### config.mk
export PLATFORM = sky130hd
export DESIGN_NAME = length_prefixed_frame_receiver
export DESIGN_NICKNAME = d
export VERILOG_FILES = /design/src/rtl/core/lpfr_pkg.sv /design/src/rtl/core/lpfr_ram.sv /design/src/rtl/core/lpfr_ctrl.sv /design/src/rtl/core/lpfr_dp.sv /design/src/rtl/core/length_prefixed_frame_receiver.sv
export SDC_FILE = /design/constraint.sdc
export NUM_CORES = 1
export LEC_CHECK = 0
export BUFFER_PORTS_ARGS = -buffer_cell sky130_fd_sc_hd__buf_4
export CORE_ASPECT_RATIO = 1.2
export CORE_MARGIN = 1
export CORE_UTILIZATION = 50
export DETAILED_ROUTE_END_ITERATION = 16
export GPL_ROUTABILITY_DRIVEN = 0
export PLACE_DENSITY = 0.66
export RECOVER_POWER = 100
export SKIP_CTS_REPAIR_TIMING = 1
export SYNTH_ARGS = -nofsm -noshare
export SYNTH_HDL_FRONTEND = slang
export SYNTH_SLANG_ARGS = --single-unit
### constraint.sdc
create_clock -name clk -period 4.18 [get_ports clk]
set_input_delay 0.836 -clock clk [delete_from_list [all_inputs] [get_ports clk]]
set_output_delay 0.836 -clock clk [all_outputs]
set_load 0.05 [all_outputs]
### src/rtl/core/lpfr_pkg.sv
package lpfr_pkg;

  // Configuration register indexes
  localparam logic [1:0] REG_HEADER  = 2'd0;
  localparam logic [1:0] REG_MAX_LEN = 2'd1;
  localparam logic [1:0] REG_TIMEOUT = 2'd2;

  // Register reset values
  localparam logic [7:0]  HEADER_RST  = 8'hA5;
  localparam logic [6:0]  MAX_LEN_RST = 7'd64;
  localparam logic [15:0] TIMEOUT_RST = 16'd100;

  // Request kinds on the input channel
  localparam logic REQ_BYTE = 1'b0;
  localparam logic REQ_TICK = 1'b1;

  // Commands from the controller to the datapath
  typedef struct packed {
    logic start_frame;  // header seen: seed the sum
    logic take_len;     // latch length, add to sum, clear count
    logic take_data;    // store payload byte, add to sum, advance count
    logic clr_idle;     // a byte arrived: clear the idle counter
    logic tick;         // a tick arrived inside a frame
    logic save_ok;      // checksum byte: latch the compare, rewind count
    logic clr_cnt;      // drop back to hunting
    logic rd_issue;     // read the store at the current count
    logic load_out;     // move read data into the output register
    logic load_empty;   // load the empty-frame marker
  } dp_cmd_t;

  // Status from the datapath to the controller
  typedef struct packed {
    logic is_header;
    logic len_bad;
    logic data_more;
    logic timeout;
    logic len_zero;
    logic rd_last;
    logic out_free;
  } dp_stat_t;

endpackage

### src/rtl/core/lpfr_ram.sv
module lpfr_ram #(
  parameter int WIDTH = 8,
  parameter int DEPTH = 64
) (
  input  logic                                        clk,
  input  logic                                        we,
  input  logic [((DEPTH > 1) ? $clog2(DEPTH) : 1)-1:0] waddr,
  input  logic [WIDTH-1:0]                            wdata,
  input  logic                                        re,
  input  logic [((DEPTH > 1) ? $clog2(DEPTH) : 1)-1:0] raddr,
  output logic [WIDTH-1:0]                            rdata
);

  logic [WIDTH-1:0] mem [DEPTH];
  logic [WIDTH-1:0] rdata_r;

  always_ff @(posedge clk) begin
    if (we) begin
      mem[waddr] <= wdata;
    end
    if (re) begin
      rdata_r <= mem[raddr];
    end
  end

  assign rdata = rdata_r;

endmodule

### src/rtl/core/lpfr_ctrl.sv
module lpfr_ctrl
  import lpfr_pkg::*;
(
  input  logic     clk,
  input  logic     rst_n,
  input  logic     in_valid,
  input  logic     in_req_type,
  output logic     in_ready,
  input  dp_stat_t stat,
  output dp_cmd_t  cmd
);

  localparam logic [2:0] S_HUNT  = 3'd0;
  localparam logic [2:0] S_LEN   = 3'd1;
  localparam logic [2:0] S_DATA  = 3'd2;
  localparam logic [2:0] S_RD    = 3'd3;
  localparam logic [2:0] S_LD    = 3'd4;
  localparam logic [2:0] S_EMPTY = 3'd5;

  logic [2:0] state_r, state_nxt;
  logic       acc, acc_byte, acc_tick;

  assign in_ready = (state_r == S_HUNT) || (state_r == S_LEN) || (state_r == S_DATA);
  assign acc      = in_valid && in_ready;
  assign acc_byte = acc && (in_req_type == REQ_BYTE);
  assign acc_tick = acc && (in_req_type == REQ_TICK);

  always_comb begin
    state_nxt = state_r;
    cmd       = '0;
    case (state_r)
      S_HUNT: begin
        if (acc_byte && stat.is_header) begin
          cmd.start_frame = 1'b1;
          state_nxt       = S_LEN;
        end
      end
      S_LEN, S_DATA: begin
        if (acc_tick) begin
          cmd.tick = 1'b1;
          if (stat.timeout) begin
            cmd.clr_cnt = 1'b1;
            state_nxt   = S_HUNT;
          end
        end else if (acc_byte) begin
          cmd.clr_idle = 1'b1;
          if (state_r == S_LEN) begin
            if (stat.len_bad) begin
              cmd.clr_cnt = 1'b1;
              state_nxt   = S_HUNT;
            end else begin
              cmd.take_len = 1'b1;
              state_nxt    = S_DATA;
            end
          end else if (stat.data_more) begin
            cmd.take_data = 1'b1;
          end else begin
            cmd.save_ok = 1'b1;
            state_nxt   = stat.len_zero ? S_EMPTY : S_RD;
          end
        end
      end
      S_RD: begin
        cmd.rd_issue = 1'b1;
        state_nxt    = S_LD;
      end
      S_LD: begin
        if (stat.out_free) begin
          cmd.load_out = 1'b1;
          if (stat.rd_last) begin
            cmd.clr_cnt = 1'b1;
            state_nxt   = S_HUNT;
          end else begin
            state_nxt = S_RD;
          end
        end
      end
      S_EMPTY: begin
        if (stat.out_free) begin
          cmd.load_empty = 1'b1;
          state_nxt      = S_HUNT;
        end
      end
      default: begin
        state_nxt = S_HUNT;
      end
    endcase
  end

  always_ff @(posedge clk) begin
    if (!rst_n) begin
      state_r <= S_HUNT;
    end else begin
      state_r <= state_nxt;
    end
  end

endmodule

### src/rtl/core/lpfr_dp.sv
module lpfr_dp
  import lpfr_pkg::*;
#(
  parameter int MAX_PAYLOAD = 64
) (
  input  logic        clk,
  input  logic        rst_n,
  input  logic        cfg_we,
  input  logic [1:0]  cfg_index,
  input  logic [15:0] cfg_wdata,
  input  logic [7:0]  in_rx_byte,
  input  dp_cmd_t     cmd,
  output dp_stat_t    stat,
  input  logic        out_ready,
  output logic        out_valid,
  output logic [7:0]  out_payload_byte,
  output logic [5:0]  out_byte_index,
  output logic [6:0]  out_frame_length,
  output logic        out_last_of_frame,
  output logic        out_checksum_ok,
  output logic        out_no_payload
);

  localparam int AW = (MAX_PAYLOAD > 1) ? $clog2(MAX_PAYLOAD) : 1;

  logic [7:0]  header_r;
  logic [6:0]  max_len_r;
  logic [15:0] timeout_r;
  logic [6:0]  exp_r, exp_nxt;
  logic [6:0]  cnt_r, cnt_nxt;
  logic [7:0]  sum_r, sum_nxt;
  logic [15:0] idle_r, idle_nxt;
  logic [15:0] idle_inc;
  logic        ok_r;
  logic        out_valid_r;
  logic [7:0]  payload_r;
  logic [5:0]  index_r;
  logic [6:0]  length_r;
  logic        last_r, chk_r, empty_r;
  logic [7:0]  rd_data;

  // Configuration registers
  always_ff @(posedge clk) begin
    if (!rst_n) begin
      header_r  <= HEADER_RST;
      max_len_r <= MAX_LEN_RST;
      timeout_r <= TIMEOUT_RST;
    end else if (cfg_we) begin
      case (cfg_index)
        REG_HEADER:  header_r  <= cfg_wdata[7:0];
        REG_MAX_LEN: max_len_r <= cfg_wdata[6:0];
        REG_TIMEOUT: timeout_r <= cfg_wdata;
        default:     ;
      endcase
    end
  end

  assign idle_inc = (idle_r == 16'hFFFF) ? idle_r : idle_r + 16'd1;

  assign stat.is_header = (in_rx_byte == header_r);
  assign stat.len_bad   = (in_rx_byte > {1'b0, max_len_r}) ||
                          (in_rx_byte > 8'(MAX_PAYLOAD));
  assign stat.data_more = (cnt_r < exp_r);
  assign stat.timeout   = (idle_inc > timeout_r);
  assign stat.len_zero  = (exp_r == 7'd0);
  assign stat.rd_last   = ((cnt_r + 7'd1) == exp_r);
  assign stat.out_free  = !out_valid_r || out_ready;

  always_comb begin
    exp_nxt  = exp_r;
    cnt_nxt  = cnt_r;
    sum_nxt  = sum_r;
    idle_nxt = idle_r;
    if (cmd.start_frame) begin
      sum_nxt = header_r;
    end
    if (cmd.take_len) begin
      exp_nxt = in_rx_byte[6:0];
      cnt_nxt = 7'd0;
      sum_nxt = sum_r + in_rx_byte;
    end
    if (cmd.take_data) begin
      cnt_nxt = cnt_r + 7'd1;
      sum_nxt = sum_r + in_rx_byte;
    end
    if (cmd.load_out) begin
      cnt_nxt = cnt_r + 7'd1;
    end
    if (cmd.save_ok || cmd.clr_cnt) begin
      cnt_nxt = 7'd0;
    end
    if (cmd.clr_idle) begin
      idle_nxt = 16'd0;
    end
    if (cmd.tick) begin
      idle_nxt = stat.timeout ? 16'd0 : idle_inc;
    end
  end

  always_ff @(posedge clk) begin
    if (!rst_n) begin
      exp_r       <= 7'd0;
      cnt_r       <= 7'd0;
      sum_r       <= 8'd0;
      idle_r      <= 16'd0;
      out_valid_r <= 1'b0;
    end else begin
      exp_r  <= exp_nxt;
      cnt_r  <= cnt_nxt;
      sum_r  <= sum_nxt;
      idle_r <= idle_nxt;
      if (cmd.load_out || cmd.load_empty) begin
        out_valid_r <= 1'b1;
      end else if (out_ready) begin
        out_valid_r <= 1'b0;
      end
    end
  end

  always_ff @(posedge clk) begin
    if (cmd.save_ok) begin
      ok_r <= (in_rx_byte == sum_r);
    end
    if (cmd.load_out) begin
      payload_r <= rd_data;
      index_r   <= cnt_r[5:0];
      length_r  <= exp_r;
      last_r    <= stat.rd_last;
      chk_r     <= ok_r;
      empty_r   <= 1'b0;
    end else if (cmd.load_empty) begin
      payload_r <= 8'd0;
      index_r   <= 6'd0;
      length_r  <= 7'd0;
      last_r    <= 1'b1;
      chk_r     <= ok_r;
      empty_r   <= 1'b1;
    end
  end

  lpfr_ram #(
    .WIDTH(8),
    .DEPTH(MAX_PAYLOAD)
  ) u_store (
    .clk  (clk),
    .we   (cmd.take_data),
    .waddr(AW'(cnt_r)),
    .wdata(in_rx_byte),
    .re   (cmd.rd_issue),
    .raddr(AW'(cnt_r)),
    .rdata(rd_data)
  );

  assign out_valid         = out_valid_r;
  assign out_payload_byte  = payload_r;
  assign out_byte_index    = index_r;
  assign out_frame_length  = length_r;
  assign out_last_of_frame = last_r;
  assign out_checksum_ok   = chk_r;
  assign out_no_payload    = empty_r;

  a_cnt_within_len: assert property (@(posedge clk) disable iff (!rst_n)
    cnt_r <= exp_r)
    else $error("payload count ran past frame length");

  a_len_within_store: assert property (@(posedge clk) disable iff (!rst_n)
    {1'b0, exp_r} <= 8'(MAX_PAYLOAD))
    else $error("frame length exceeds store depth");

  a_no_overwrite: assert property (@(posedge clk) disable iff (!rst_n)
    (cmd.load_out || cmd.load_empty) |-> stat.out_free)
    else $error("output register loaded over a pending result");

  a_store_idle_on_replay: assert property (@(posedge clk) disable iff (!rst_n)
    cmd.rd_issue |=> !cmd.take_data && !cmd.save_ok)
    else $error("store written while replaying a frame");

endmodule

### src/rtl/core/length_prefixed_frame_receiver.sv
// Channel   Direction  Handshake               Payload
// in_       input      in_valid / in_ready     in_req_type, in_rx_byte
// out_      output     out_valid / out_ready   payload byte, index, length, flags
// cfg_      input      cfg_we (no wait)        cfg_index, cfg_wdata
//
// Byte and tick requests are accepted while hunting or collecting a frame.
// The checksum byte starts a replay: each stored byte takes a store read,
// then an output load that waits while out_ready stalls; a zero-length frame
// instead gives its single marker result. in_ready is low during replay.
// Reset (rst_n, synchronous) restores the register defaults and hunting.
// The payload store needs no clearing pass: only written entries are read.
module length_prefixed_frame_receiver
  import lpfr_pkg::*;
#(
  parameter int MAX_PAYLOAD = 64
) (
  input  logic        clk,
  input  logic        rst_n,
  // configuration writes
  input  logic        cfg_we,
  input  logic [1:0]  cfg_index,
  input  logic [15:0] cfg_wdata,
  // received bytes and millisecond ticks
  input  logic        in_valid,
  output logic        in_ready,
  input  logic        in_req_type,
  input  logic [7:0]  in_rx_byte,
  // released frame bytes
  output logic        out_valid,
  input  logic        out_ready,
  output logic [7:0]  out_payload_byte,
  output logic [5:0]  out_byte_index,
  output logic [6:0]  out_frame_length,
  output logic        out_last_of_frame,
  output logic        out_checksum_ok,
  output logic        out_no_payload
);

  dp_cmd_t  cmd;
  dp_stat_t stat;

  // Controller: hunt, length, payload/checksum, then replay the stored frame or emit the empty-frame marker
  lpfr_ctrl u_ctrl (
    .clk        (clk),
    .rst_n      (rst_n),
    .in_valid   (in_valid),
    .in_req_type(in_req_type),
    .in_ready   (in_ready),
    .stat       (stat),
    .cmd        (cmd)
  );

  // Datapath: registers, running sum, idle timer, payload store, output stage
  lpfr_dp #(
    .MAX_PAYLOAD(MAX_PAYLOAD)
  ) u_dp (
    .clk              (clk),
    .rst_n            (rst_n),
    .cfg_we           (cfg_we),
    .cfg_index        (cfg_index),
    .cfg_wdata        (cfg_wdata),
    .in_rx_byte       (in_rx_byte),
    .cmd              (cmd),
    .stat             (stat),
    .out_ready        (out_ready),
    .out_valid        (out_valid),
    .out_payload_byte (out_payload_byte),
    .out_byte_index   (out_byte_index),
    .out_frame_length (out_frame_length),
    .out_last_of_frame(out_last_of_frame),
    .out_checksum_ok  (out_checksum_ok),
    .out_no_payload   (out_no_payload)
  );

endmodule
# Word level (Yosys, flattened, before mapping)
# Memory sizes are Yosys's and may differ from the RTL's. A register that Yosys moved wholly into a read port is not among the register bits.
# Index checks and enable logic that the tools add are counted.
dict set report classes {
  n_lt_le_gt_ge 4
  bitwise 2
  n_reduce_logical 25
  n_addsub 3
  muxes 61
  n_eq_ne 17
}
# operator n
set op_table {}
lappend op_table {{16-bit 2-to-1 mux} 4}
lappend op_table {{8-bit 2-to-1 mux} 5}
lappend op_table {{7-bit 2-to-1 mux} 5}
lappend op_table {{3-bit 2-to-1 mux} 11}
lappend op_table {{1-bit 2-to-1 mux} 28}
lappend op_table {{16-bit by 1-bit adder with 16-bit output (second input constant)} 1}
lappend op_table {{16-bit == test (second input constant)} 1}
lappend op_table {{8-bit == test} 2}
lappend op_table {{16-bit > comparator} 1}
lappend op_table {{3-bit case mux with 5 select lines} 1}
lappend op_table {{6-bit 2-to-1 mux} 2}
lappend op_table {{8-bit adder} 1}
lappend op_table {{8-bit by 7-bit > comparator with 1-bit output} 1}
lappend op_table {{8-bit by 7-bit > comparator with 1-bit output (second input constant)} 1}
lappend op_table {{7-bit by 1-bit adder with 7-bit output (second input constant)} 1}
lappend op_table {{7-bit == test} 1}
lappend op_table {{7-bit zero test} 1}
lappend op_table {{7-bit < comparator} 1}
lappend op_table {{3-bit by 2-bit == test with 1-bit output (second input constant)} 2}
lappend op_table {{3-bit == test (second input constant)} 2}
lappend op_table {{1-bit logical OR} 6}
lappend op_table {{2-bit 2-to-1 mux} 3}
lappend op_table {{2-bit inequality test (second input constant)} 3}
lappend op_table {{2-bit AND reduction} 3}
lappend op_table {{other kinds (17)} 25}
dict set report totals {
  reg_bits 98
  output_inout_bits 26
  in_bits 32
  ramBits 512
  n_memories 1
}
# memory depth width read_ports rd_clocked_by_memory_dff write_ports line
set memory_table {}
lappend memory_table {u_dp.u_store.mem 64 8 1 1 1 lpfr_ram.sv:14} ;# logic [WIDTH-1:0] mem [DEPTH];

# Depth between registers and ports, before layout
# Gate-level depths: netlist of run 1.
dict set report logic_depth {
  ltp_word 11
  depth_mapped 16
  mapped_depth_nobuf 14
}

# By module
# From an unflattened synthesis of run 1, not the netlist that was laid out.
dict set report hier_totals {
  cells_unflattened 1568
  area_unflattened_um2 25879.8
}
# mod instances area_each_um2 cells_per_inst
set by_module_without_submodules {}
lappend by_module_without_submodules {lpfr_ram 1 20246.9 940}
lappend by_module_without_submodules {lpfr_dp 1 5261.3 577}
lappend by_module_without_submodules {lpfr_ctrl 1 371.6 51}

# Worst setup path before layout of run 1
# OpenSTA, ideal clock, no wires.
dict set report synth_timing {
  path_kind {reg-to-reg}
  start {register u_dp.idle_r[0]}
  end {register u_ctrl.state_r[0]}
  arrival_time_ns 3.777
  path_slack_ns 0.335
  setup_ns 0.067
  synth_period_minus_slack_ns 3.845
  stages_incl_launch_ff 15
  path_buffers 0
  required_time_ns 4.113
  path_cell_list {dfxtp_1 > ha_1 > nand4_1 > or4_1 > o21ai_1 > nor3_1 > xor2_1 > ha_1 > nand2_1 > or4_4 > a21oi_2 > o31ai_2 > a211o_1 > or3_1 > a21oi_2}
}
dict set report synth_between {
  elab_chain_len 5
  word_cells_on_any_way 6
  classes_between {1 x add/sub; 1 x order compare; 2 x eq/ne; 1 x mux; 1 x reduce/logical}
}
# element line
set synth_rtl {}
lappend synth_rtl {{start, declared} lpfr_dp.sv:32} ;# logic [15:0] idle_r, idle_nxt;
lappend synth_rtl {{start signal, assigned} lpfr_dp.sv:111} ;# idle_r <= idle_nxt;
lappend synth_rtl {{16-bit by 1-bit adder with 16-bit output or 16-bit == test (tied branches)} lpfr_dp.sv:58} ;# assign idle_inc = (idle_r == 16'hFFFF) ? idle_r : idle_r + 16'd1;
lappend synth_rtl {{16-bit 2-to-1 mux (*)} lpfr_dp.sv:58}
lappend synth_rtl {{16-bit > comparator (*)} lpfr_dp.sv:64} ;# assign stat.timeout = (idle_inc > timeout_r);
lappend synth_rtl {{3-bit by 2-bit inequality test with 1-bit output (no source line) (*)} -}
lappend synth_rtl {{6-bit AND reduction (no source line) (*)} -}
lappend synth_rtl {{end signal, assigned} lpfr_ctrl.sv:94} ;# state_r <= state_nxt;
lappend synth_rtl {{end, declared} lpfr_ctrl.sv:20} ;# logic [2:0] state_r, state_nxt;
# Mark *: on every way between the ends. The rest lies on a longest branch, timed or not.
# A chain may end at the register's enable or synchronous reset.

# Worst setup path after layout of run 1
# Same ends and word-level chain as after synthesis.

==> results.rst, run 1 <==
.. list-table::
   :header-rows: 1

   * - Metric
     - Value
   * - Status
     - finished with violations
   * - Violations in the final reports
     - capacitance limit, slew limit
   * - Startpoint of the lowest-slack hold path
     - cfg_wdata[7]
   * - Class of the tightest hold or removal check
     - in -> reg
   * - Number of placed I/O pins
     - 58
   * - Total power per unit cell area
     - 434.7 nW/um^2
   * - Hold path cells
     - 3
   * - Post-Route Setup TNS
     - 0 ns
   * - Die outline area
     - 52,220 sq um
   * - Most instantiated flip-flop cell in the synthesis netlist
     - edfxtp_1
   * - Least-Margin Pin Slew
     - 3.123 ns
   * - Largest net degree at the start of global routing
     - 66
   * - Worst R2R Start
     - u_dp.idle_r[0]
   * - Static power due to leakage
     - 9.429 nW
   * - Clk pin slew, worst setup/hold paths
     - 0.06 ns
   * - Endpoint of the lowest-slack register-to-register path
     - u_ctrl.state_r[0]
   * - Most frequent standard cell in the layout excluding fill and tap cells
     - edfxtp_1
   * - Setup violations, final
     - 0
   * - Total nets after synthesis
     - 1,847
   * - Cell types with the largest area share after synthesis
     - edfxtp_1 64%, dfxtp_1 5.8%, mux4_2 3.0%
   * - Total global routing overflow
     - 0
   * - Drc violations
     - 0
   * - Filler cell count in the final layout
     - 4,035
   * - Vertical die dimension
     - 250.1 microns
   * - First-pass GRT wire length
     - 102.7 mm
   * - Antenna Violating Nets Remaining
     - 0
   * - Met2 Use GR
     - 43.40%
   * - Worst setup slack after placement
     - -0.1885 ns
   * - Antenna violations before repair
     - 7
   * - Number of enable flip-flop cells after synthesis
     - 544
   * - Core footprint
     - 50,450 sq um
   * - Final Worst Setup Slack
     - 0.2027 ns
   * - Count of synthesis-stage warnings from yosys
     - 0
   * - Reg2Reg Depth
     - 15
   * - Number of placed instances, taps included
     - 2,498
   * - Die Span X
     - 208.8 microns
   * - Post-synthesis sequential area ratio
     - 69.46%
   * - Layer with the highest usage after global routing
     - met2
   * - DR iter-0 viols
     - 2,010
   * - Post-synthesis async set-or-reset flop share
     - 0%
   * - Worst Skew
     - 0.01906 ns
   * - Clock insertion delay at the later pin of the skew report
     - 0.64 ns
   * - TritonCTS clock tree
     - yes
   * - Port buffer count
     - 57
   * - Post-route fraction of the period consumed by the critical path
     - 95.15%
   * - Number of register bits inferred by synthesis
     - 618
   * - Met1 track utilization from global routing
     - 33.97%
   * - Top achievable clock speed
     - 251.4 MHz
   * - Mean post-synth cell area
     - 14.45 sq um
   * - End point of the most critical hold path
     - u_dp.header_r[7]
   * - Maximum clock path buffer count
     - 3
   * - Count of unique library cells instantiated by Yosys
     - 72
   * - Min cycle time layout
     - 3.977 ns
   * - Total clock buffers created by CTS
     - 59
   * - Largest driver fanout on the critical path
     - 7
   * - Area share of the largest cell type after synthesis
     - 63.68%
   * - Syn-to-layout area delta
     - 13.44%
   * - Initial core utilization
     - 50.85%
   * - Synth Instances
     - 1,775
   * - Fraction of final layout cells with drive strength greater than 1
     - 12.51%
   * - Number of max-cap violations
     - 8
   * - Final-layout worst hold slack
     - 0.4404 ns
   * - IR drop worst, VDD
     - 0.0003559 V
   * - Final Max Slew Viols
     - 382
   * - Clock sink count
     - 618
   * - HPWL after detailed placement
     - 44.82 mm
   * - Site Rows
     - 90
   * - Leading cell types in the layout, fill and taps excluded
     - 544 x edfxtp_1, 175 x nor2_1, 129 x clkbuf_1
   * - Summed instance area of the synthesized netlist
     - 25,650 sq um
   * - Number of global-route vias before repair
     - 16,170
   * - Required time of the worst setup path
     - 4.73 ns
   * - Final Hold Vio Count
     - 0
   * - Number of search-and-repair iterations in the first detailed-routing pass
     - 6
   * - Root buffer cell
     - clkbuf_16
   * - Slack of the worst reg-to-reg path
     - 0.20 ns
   * - Vias per cell
     - 6.246
   * - Endpoint kind of the worst setup timing path
     - flop
   * - Routed via count
     - 16,330
   * - Total wire length
     - 69.17 mm
   * - Worst EP arrival
     - 4.53 ns
   * - Global router's overall resource usage
     - 26.52%
   * - Relative slew slack
     - -108.2%
   * - CP startpoint kind
     - flop
   * - Finished Layout Cells
     - 2,614
   * - Cell taking the most area after synthesis
     - edfxtp_1
   * - Routed wire per std cell
     - 26.46 microns
   * - Number of nets in the layout
     - 1,989
   * - Met3 Resource Use GR
     - 6.018%
   * - Level count of the clock H-tree
     - 2
   * - Kind of critical path
     - reg -> reg
## power by group
group / leakage, nW / internal (W) / switching, W
registers: 5.49 / 0.00672 / 0.0000236
logic: 2.96 / 0.0000770 / 0.000218
clock network: 0.982 / 0.00326 / 0.00235
total: 9.43 / 0.0101 / 0.00259
## final cells by class
cell class | instances | area (sq um) | share of cell area [%]
inverters | 38 | 142.6 | 0.4902
diodes | 3 | 7.507 | 0.02580
clock inverters | 43 | 505.5 | 1.737
well taps | 644 | 805.8 | 2.769
clock buffers | 68 | 1531 | 5.263
flip-flops and latches | 618 | 17830 | 61.27
repair buffers | 186 | 1005 | 3.453
multi-input cells | 1014 | 7271 | 24.99
## stage by stage
stage | util, % | cell area (sq um) | power (W)
floorplan | - | 25650 | 0.006998
global route | 57.67 | 29100 | 0.01294
detailed placement | 54.42 | 27450 | 0.007170
CTS | 58.46 | 29490 | 0.01270
global placement | 54.42 | 27450 | 0.007160
finish | 57.68 | 29100 | 0.01265
## worst max-delay path, cell delays in order (launching register included)
cell and delay [ns]:
dfxtp_2 0.38, ha_2 0.21, nand4_1 0.12, or4_1 0.56, o21ai_2 0.18, buf_4 0.16
nor2_1 0.07, xor2_1 0.16, ha_1 0.33, nand3_1 0.10, or4_4 0.49, a21oi_2 0.16
o31ai_4 0.14, a211o_1 0.34, or3_1 0.38, a21oi_2 0.11
## worst max-delay path by stage
stage / start / endpoint / cells past startpoint
3_3_place_gp: u_dp.idle_r[0] / u_dp.idle_r[7] / 14
6_report: u_dp.idle_r[0] / u_ctrl.state_r[0] / 15
3_5_place_dp: u_dp.idle_r[0] / u_dp.idle_r[7] / 14
5_1_grt: u_dp.idle_r[0] / u_dp.idle_r[7] / 14
4_1_cts: u_dp.idle_r[0] / u_dp.idle_r[7] / 14
2_1_floorplan: u_dp.idle_r[0] / u_ctrl.state_r[0] / 14
## metal layers
metal / part of all wire [%] / up-vias / routed length, microns
met5: 0.048 / - / 33
met4: 4.2 / 4 / 2906
met3: 9.0 / 171 / 6199
met2: 48 / 814 / 33340
met1: 39 / 8142 / 26700
li1: - / 7195 / -
## logic make-up after synthesis
group,after synthesis,synth area share [%]
buf+inv,143,2.400
simple gates,444,8.200
flops,618,69.46
mux,136,7.092
compound gates,359,9.668
fa+ha+maj,41,2.019
xor+xnor,34,1.161
## flip-flops by register name, summed over array words and instances (netlist names)
name / cells
u_dp.out_no_payload: 1
u_dp.out_byte_index: 6
u_dp.out_checksum_ok: 1
u_dp.sum_r: 8
u_dp.out_valid: 1
u_dp.timeout_r: 16
u_dp.header_r: 8
u_dp.u_store.rdata: 8
u_dp.u_store.mem: 512
u_ctrl.state_r: 3
u_dp.exp_r: 7
u_dp.max_len_r: 7
u_dp.ok_r: 1
u_dp.out_last_of_frame: 1
u_dp.out_frame_length: 7
u_dp.idle_r: 16
u_dp.cnt_r: 7
u_dp.out_payload_byte: 8
## cell usage after synthesis, types with 7 or more instances
library cell	count
a21oi_1	110
a221oi_1	49
a22o_1	15
a22oi_1	47
and2_1	25
and3_1	8
buf_1	10
buf_2	35
buf_4	9
clkbuf_1	50
dfxtp_1	74
edfxtp_1	544
ha_1	39
inv_1	38
mux2_2	26
mux2i_1	76
mux4_2	34
nand2_1	105
nand2b_1	8
nand3_1	22
nand3b_1	8
nand4_1	7
nor2_1	177
nor2b_1	9
nor3_1	15
nor4_1	20
o211ai_1	15
o21ai_0	22
o22ai_1	33
or3_1	8
or4_1	11
xnor2_1	13
xor2_1	21
No activity file was read; power rests on OpenSTA's default activity.
==> inputs of run 2 (changes only) <==
--- a/config.mk
+++ b/config.mk
@@ -6,12 +6,14 @@
 export NUM_CORES = 1
 export LEC_CHECK = 0
 export BUFFER_PORTS_ARGS = -buffer_cell sky130_fd_sc_hd__buf_4
+export CELL_PAD_IN_SITES_DETAIL_PLACEMENT = 1
+export CELL_PAD_IN_SITES_GLOBAL_PLACEMENT = 2
 export CORE_ASPECT_RATIO = 1.2
 export CORE_MARGIN = 1
-export CORE_UTILIZATION = 50
+export CORE_UTILIZATION = 46
 export DETAILED_ROUTE_END_ITERATION = 16
 export GPL_ROUTABILITY_DRIVEN = 0
-export PLACE_DENSITY = 0.66
+export PLACE_DENSITY_LB_ADDON = 0.1
 export RECOVER_POWER = 100
 export SKIP_CTS_REPAIR_TIMING = 1
 export SYNTH_ARGS = -nofsm -noshare
==> run 2 against run 1 <==
Effect of this change: the flow still finishes with violations (capacitance limit, slew limit); non-clock buffer count is 33 lower; clock power shrank 2%; critical path depth fell by 7; cell count grew 1.5%; sequential share of layout area about the same; setup slack got worse by 0.083 ns; via count is 0.20% higher; core utilization fell by 4.7 points; largest power group unchanged.
==> results.rst, run 2 (synthesis results as in run 1) <==
.. list-table::
   :header-rows: 1

   * - Metric
     - Value
   * - Critical Path Slowest Stage Cell
     - nor2_1
   * - Setup repair after global routing missed its margin
     - false
   * - Filler cell count in the final layout
     - 5,326
   * - Site Rows
     - 94
   * - Final Hold Vio Count
     - 0
   * - Antenna violations before repair
     - 2
   * - Most flop-heavy register
     - u_dp.u_store.mem
   * - Syn-to-layout area delta
     - 13.40%
   * - Worst Skew
     - 0.01235 ns
   * - Min cycle time layout
     - 4.061 ns
   * - Port buffer count
     - 57
   * - Final Worst Setup Slack
     - 0.1193 ns
   * - Drc violations
     - 0
   * - Total wire length
     - 78.42 mm
   * - Antenna diode count
     - 0
   * - Status
     - finished with violations
   * - Total power per unit cell area
     - 432.5 nW/um^2
   * - First-pass GRT wire length
     - 114.7 mm
   * - Least-Margin Pin Slew
     - 3.236 ns
   * - HPWL after detailed placement
     - 51.06 mm
   * - Clk pin slew, worst setup/hold paths
     - 0.06 ns
   * - Die Span X
     - 217.6 microns
   * - Post-Route Setup TNS
     - 0 ns
   * - Worst EP arrival
     - 4.31 ns
   * - Max reg flops
     - 512
   * - Required time of the worst setup path
     - 4.43 ns
   * - Die outline area
     - 56,710 sq um
   * - Clock sink count
     - 618
   * - Routed wire per std cell
     - 29.55 microns
   * - Final Max Slew Viols
     - 387
   * - Most frequent standard cell in the layout excluding fill and tap cells
     - edfxtp_1
   * - Root buffer cell
     - clkbuf_16
   * - Number of global-route vias before repair
     - 16,890
   * - Global router's overall resource usage
     - 27.81%
   * - Antenna Violating Nets Remaining
     - 0
   * - DR iter-0 viols
     - 1,504
   * - Routed via count
     - 16,360
   * - Initial core utilization
     - 46.70%
   * - Violations in the final reports
     - capacitance limit, slew limit
   * - Maximum clock path buffer count
     - 3
   * - TritonCTS clock tree
     - yes
   * - Number of placed I/O pins
     - 58
   * - Delay contributed by the slowest stage of the critical path
     - 0.98 ns
   * - Core utilization of the finished layout
     - 52.96%
   * - Finished Layout Cells
     - 2,654
   * - Relative slew slack
     - -115.8%
   * - Critical-path cell list
     - inv_1 -> ha_1 -> nand3b_1 -> a21oi_1 -> nor4b_2 -> buf_4 -> nand2_1 -> nor2_1
   * - Number of search-and-repair iterations in the first detailed-routing pass
     - 6
   * - Kind of critical path
     - reg -> reg
   * - Endpoint kind of the worst setup timing path
     - flop
   * - Largest driver fanout on the critical path
     - 25
   * - Level count of the clock H-tree
     - 2
   * - Leading cell types in the layout, fill and taps excluded
     - 544 x edfxtp_1, 174 x nor2_1, 110 x a21oi_1
   * - Fraction of final layout cells with drive strength greater than 1
     - 14.06%
   * - Top achievable clock speed
     - 246.3 MHz
   * - Core footprint
     - 54,930 sq um
   * - Number of placed instances, taps included
     - 2,539
   * - Largest registers
     - u_dp.u_store.mem x512, u_dp.idle_r x16, u_dp.timeout_r x16
   * - Largest net degree at the start of global routing
     - 67
   * - Post-route fraction of the period consumed by the critical path
     - 97.15%
   * - Total global routing overflow
     - 0
   * - IR drop worst, VDD
     - 0.0003198 V
   * - CP startpoint kind
     - flop
   * - Vertical die dimension
     - 260.7 microns
   * - Clock insertion delay at the later pin of the skew report
     - 0.63 ns
   * - Number of nets in the layout
     - 1,957
   * - Number of max-cap violations
     - 9
   * - Total clock buffers created by CTS
     - 60
   * - Vias per cell
     - 6.164
   * - Worst setup slack after placement
     - -0.06028 ns
   * - Static power due to leakage
     - 9.453 nW
   * - Class of the tightest hold or removal check
     - reg -> reg
   * - Setup violations, final
     - 0
## run 2: cell count changes in the layout (fill, tap and decap cells not counted), moves of 3 or more
cell	previous run	this run
bufinv_16	10	7
diode_2	3	0
clkbuf_1	129	75
buf_4	60	82
## run 2: worst paths after layout
path,endpoint,slack (ns),startpoint,cells after the start
setup reg to reg,u_dp.u_store.mem[27][1],0.12,u_dp.cnt_r[0],8
hold / removal,u_dp.out_checksum_ok,0.44,u_dp.ok_r,0
setup / recovery,u_dp.u_store.mem[27][1],0.12,u_dp.cnt_r[0],8
hold reg to reg,u_dp.out_checksum_ok,0.44,u_dp.ok_r,0
## run 2: critical path, delay by kind of cell, from the launching register on
family | cells | cell delay, ns
simple gates | 4 | 1.81
fa+ha+maj | 1 | 0.27
compound gates | 1 | 0.10
buf+inv | 2 | 0.93
flops | 1 | 0.49
## run 2: layout make-up
class                           count  area [sq um]  share of cell area, %
Inverter                           38         142.6                 0.4903
Clock buffer                       75          1610                  5.536
Sequential cell                   618         17830                  61.30
Timing Repair Buffer              153         960.9                  3.303
Multi-Input combinational cell   1014          7277                  25.02
Clock inverter                     36         365.4                  1.256
Tap cell                          720         900.9                  3.097
## run 2: metal layers
| layer | vias up | global-route usage (%) | share of wire (%) |
|---|---|---|---|
| met2 | 591 | 47.49 | 50 |
| met5 | - | 0 | 0.011 |
| li1 | 7111 | - | - |
| met1 | 8503 | 35.91 | 40 |
| met3 | 152 | 3.310 | 5.5 |
| met4 | 2 | 11.60 | 4.3 |
## run 2: through the flow
stage	hold slack [ns]	power, W	cell area (sq um)
after detailed placement	0.4364	0.007189	27290
final	0.4384	0.01258	29090
after floorplan	0.4003	0.006998	25650
after global placement	0.4384	0.007177	27290
after CTS	0.4241	0.01266	29270
after global routing	0.4441	0.01288	29090
## run 2: where the power goes
| group | total (W) | internal, W | switching [W] |
|---|---|---|---|
| sequential | 0.00674 | 0.00672 | 0.0000144 |
| combinational | 0.000322 | 0.0000837 | 0.000239 |
| clock | 0.00552 | 0.00315 | 0.00237 |
==> inputs of run 3 (changes only) <==
--- a/config.mk
+++ b/config.mk
@@ -8,9 +8,10 @@
 export BUFFER_PORTS_ARGS = -buffer_cell sky130_fd_sc_hd__buf_4
 export CELL_PAD_IN_SITES_DETAIL_PLACEMENT = 1
 export CELL_PAD_IN_SITES_GLOBAL_PLACEMENT = 2
-export CORE_ASPECT_RATIO = 1.2
+export CORE_ASPECT_RATIO = 1.1
 export CORE_MARGIN = 1
 export CORE_UTILIZATION = 46
+export CTS_BUF_LIST = sky130_fd_sc_hd__clkbuf_4 sky130_fd_sc_hd__clkbuf_8 sky130_fd_sc_hd__clkbuf_16
 export DETAILED_ROUTE_END_ITERATION = 16
 export GPL_ROUTABILITY_DRIVEN = 0
 export PLACE_DENSITY_LB_ADDON = 0.1
==> run 3 against run 2 <==
Effect of this change: the run still ends with capacitance limit, slew limit left; setup slack improved by 0.064 ns; critical path type unchanged; power increased by 3.4%; fmax increased by 1.6%; wire length increased by 0.84%; core utilization increased by 0.65 points; clock power increased by 7.8%; first-iteration DRC count decreased by 1.9%; largest power group unchanged; worst hold slack got worse by 0.020 ns; clock skew increased by 0.027 ns.
==> results.rst, run 3 (synthesis results as in run 1) <==
.. list-table::
   :header-rows: 1

   * - Metric
     - Value
   * - Routed via count
     - 16,500
   * - Routed wire per std cell
     - 29.07 microns
   * - Global router's overall resource usage
     - 28.21%
   * - Core footprint
     - 54,950 sq um
   * - Max reg flops
     - 512
   * - Antenna Violating Nets Remaining
     - 0
   * - Violations in the final reports
     - capacitance limit, slew limit
   * - Die outline area
     - 56,710 sq um
   * - Initial core utilization
     - 46.68%
   * - Largest driver fanout on the critical path
     - 7
   * - Clock sink count
     - 618
   * - Class of the tightest hold or removal check
     - reg -> reg
   * - Fraction of power consumed by the clock network
     - 45.8%
   * - Post-route fraction of the period consumed by the critical path
     - 95.61%
   * - Final Hold Vio Count
     - 0
   * - Min cycle time layout
     - 3.996 ns
   * - Level count of the clock H-tree
     - 2
   * - Setup violations, final
     - 0
   * - CP startpoint kind
     - flop
   * - Fraction of final layout cells with drive strength greater than 1
     - 14.82%
   * - Number of nets in the layout
     - 2,007
   * - Delay contributed by the slowest stage of the critical path
     - 0.56 ns
   * - Port buffer count
     - 57
   * - Site Rows
     - 90
   * - Drc violations
     - 0
   * - Largest registers
     - u_dp.u_store.mem x512, u_dp.idle_r x16, u_dp.timeout_r x16
   * - IR drop worst, VDD
     - 0.0003028 V
   * - Vias per cell
     - 6.066
   * - Number of placed I/O pins
     - 58
   * - Largest net degree at the start of global routing
     - 65
   * - Number of placed instances, taps included
     - 2,603
   * - Leading cell types in the layout, fill and taps excluded
     - 544 x edfxtp_1, 174 x nor2_1, 110 x a21oi_1
   * - Combinational power share
     - 2.4%
   * - Worst EP arrival
     - 4.55 ns
   * - Total area of multi-input combinational cells
     - 7279 sq um
   * - Critical Path Slowest Stage Cell
     - or4_1
   * - Number of search-and-repair iterations in the first detailed-routing pass
     - 5
   * - Antenna diode count
     - 0
   * - Antenna violations before repair
     - 6
   * - Worst Skew
     - 0.03948 ns
   * - Total wire length
     - 79.07 mm
   * - Met3 Resource Use GR
     - 5.004%
   * - Number of global-route vias before repair
     - 17,100
   * - Finished Layout Cells
     - 2,720
   * - Switching power summed over all nets
     - 0.002673 W
   * - Top achievable clock speed
     - 250.2 MHz
   * - Maximum clock path buffer count
     - 3
   * - Kind of critical path
     - reg -> reg
   * - Core utilization of the finished layout
     - 53.61%
   * - Layer with the highest usage after global routing
     - met2
   * - TritonCTS clock tree
     - yes
   * - Vertical die dimension
     - 249.7 microns
   * - Filler cell count in the final layout
     - 5,426
   * - HPWL after detailed placement
     - 51.89 mm
   * - Endpoint kind of the worst setup timing path
     - flop
   * - Clk pin slew, worst setup/hold paths
     - 0.06 ns
   * - Syn-to-layout area delta
     - 14.84%
   * - Most flop-heavy register
     - u_dp.u_store.mem
   * - DR iter-0 viols
     - 1,475
   * - Reg power frac
     - 51.8%
   * - Final Max Slew Viols
     - 531
   * - Die Span X
     - 227.2 microns
   * - Total power per unit cell area
     - 441.4 nW/um^2
   * - Most frequent standard cell in the layout excluding fill and tap cells
     - edfxtp_1
   * - Total global routing overflow
     - 0
   * - First-pass GRT wire length
     - 115.4 mm
   * - Clock insertion delay at the later pin of the skew report
     - 0.65 ns
   * - Least-Margin Pin Slew
     - 3.060 ns
   * - Met1 track utilization from global routing
     - 37.54%
   * - Relative slew slack
     - -104.0%
   * - Critical-path cell list
     - nand4_1 -> or4_1 -> o21ai_2 -> buf_4 -> nor2_1 -> xor2_1 -> ha_1 -> nand3_1 -> or4_4 -> a21oi_2 -> o31ai_2 -> buf_4 -> a211o_1 -> or3_1 -> a21oi_2
   * - Register Area
     - 17,830 sq um
   * - Net switching share of the total power
     - 20.56%
   * - Cell internal pwr
     - 0.01033 W
   * - Static power due to leakage
     - 9.660 nW
   * - Required time of the worst setup path
     - 4.73 ns
   * - Root buffer cell
     - clkbuf_16
   * - Number of max-cap violations
     - 14
   * - Total clock buffers created by CTS
     - 61
   * - Met2 Use GR
     - 45.65%
   * - Status
     - finished with violations
run 3: final timing paths:
check,from,end,slack [ns],cells past startpoint
setup / recovery,u_dp.idle_r[3],u_ctrl.state_r[0],0.18,15
hold / removal,u_dp.ok_r,u_dp.out_checksum_ok,0.42,0
setup reg to reg,u_dp.idle_r[3],u_ctrl.state_r[0],0.18,15
hold reg to reg,u_dp.ok_r,u_dp.out_checksum_ok,0.42,0
run 3: area by class of cell:
class	count	share of cell area (%)
clock inverters	43	1.971
well taps	736	3.126
flip-flops and latches	618	60.52
clock buffers	69	5.386
inverters	38	0.4842
multi-input cells	1014	24.71
repair buffers	202	3.801
run 3: metal layers:
layer	wire length [microns]	up-vias	share of wire, %
met2	38180	538	48
met4	3204	8	4.1
met5	52	-	0.066
met1	32810	8563	41
met3	4827	156	6.1
li1	-	7234	-
run 3: power by group through the flow:
stage	Sequential, W	Combinational, W	Clock [W]
finish	0.00674	0.000313	0.00595
global route	0.00674	0.000342	0.00624
CTS	0.00673	0.000324	0.00605
detailed placement	0.00686	0.000322	0
global placement	0.00686	0.000308	0
floorplan	0.00686	0.000139	0
run 3: metrics by stage:
| stage | setup WS, ns | instance area [sq um] | total power (W) | hold slack [ns] | setup TNS [ns] |
|---|---|---|---|---|---|
| 2_1_floorplan | 0.3353 | 25650 | 0.006998 | 0.4003 | 0 |
| 3_3_place_gp | -0.06716 | 27660 | 0.007168 | 0.4314 | -0.3940 |
| 3_5_place_dp | -0.2233 | 27660 | 0.007183 | 0.4323 | -3.587 |
| 4_1_cts | -0.2246 | 29830 | 0.01310 | 0.4059 | -4.189 |
| 5_1_grt | -0.02398 | 29460 | 0.01332 | 0.4293 | -0.04009 |
| 6_report | 0.1836 | 29460 | 0.01300 | 0.4180 | 0 |
run 3: worst max-delay path: cells and delay by family (launching register included):
family | cells | cell delay (ns)
AO/OA/AOI/OAI | 5 | 0.83
XOR/XNOR | 1 | 0.15
flip-flops | 1 | 0.45
AND/OR/NAND/NOR | 6 | 1.81
buffers and inverters | 2 | 0.33
adder cells (fa/ha/maj) | 1 | 0.33
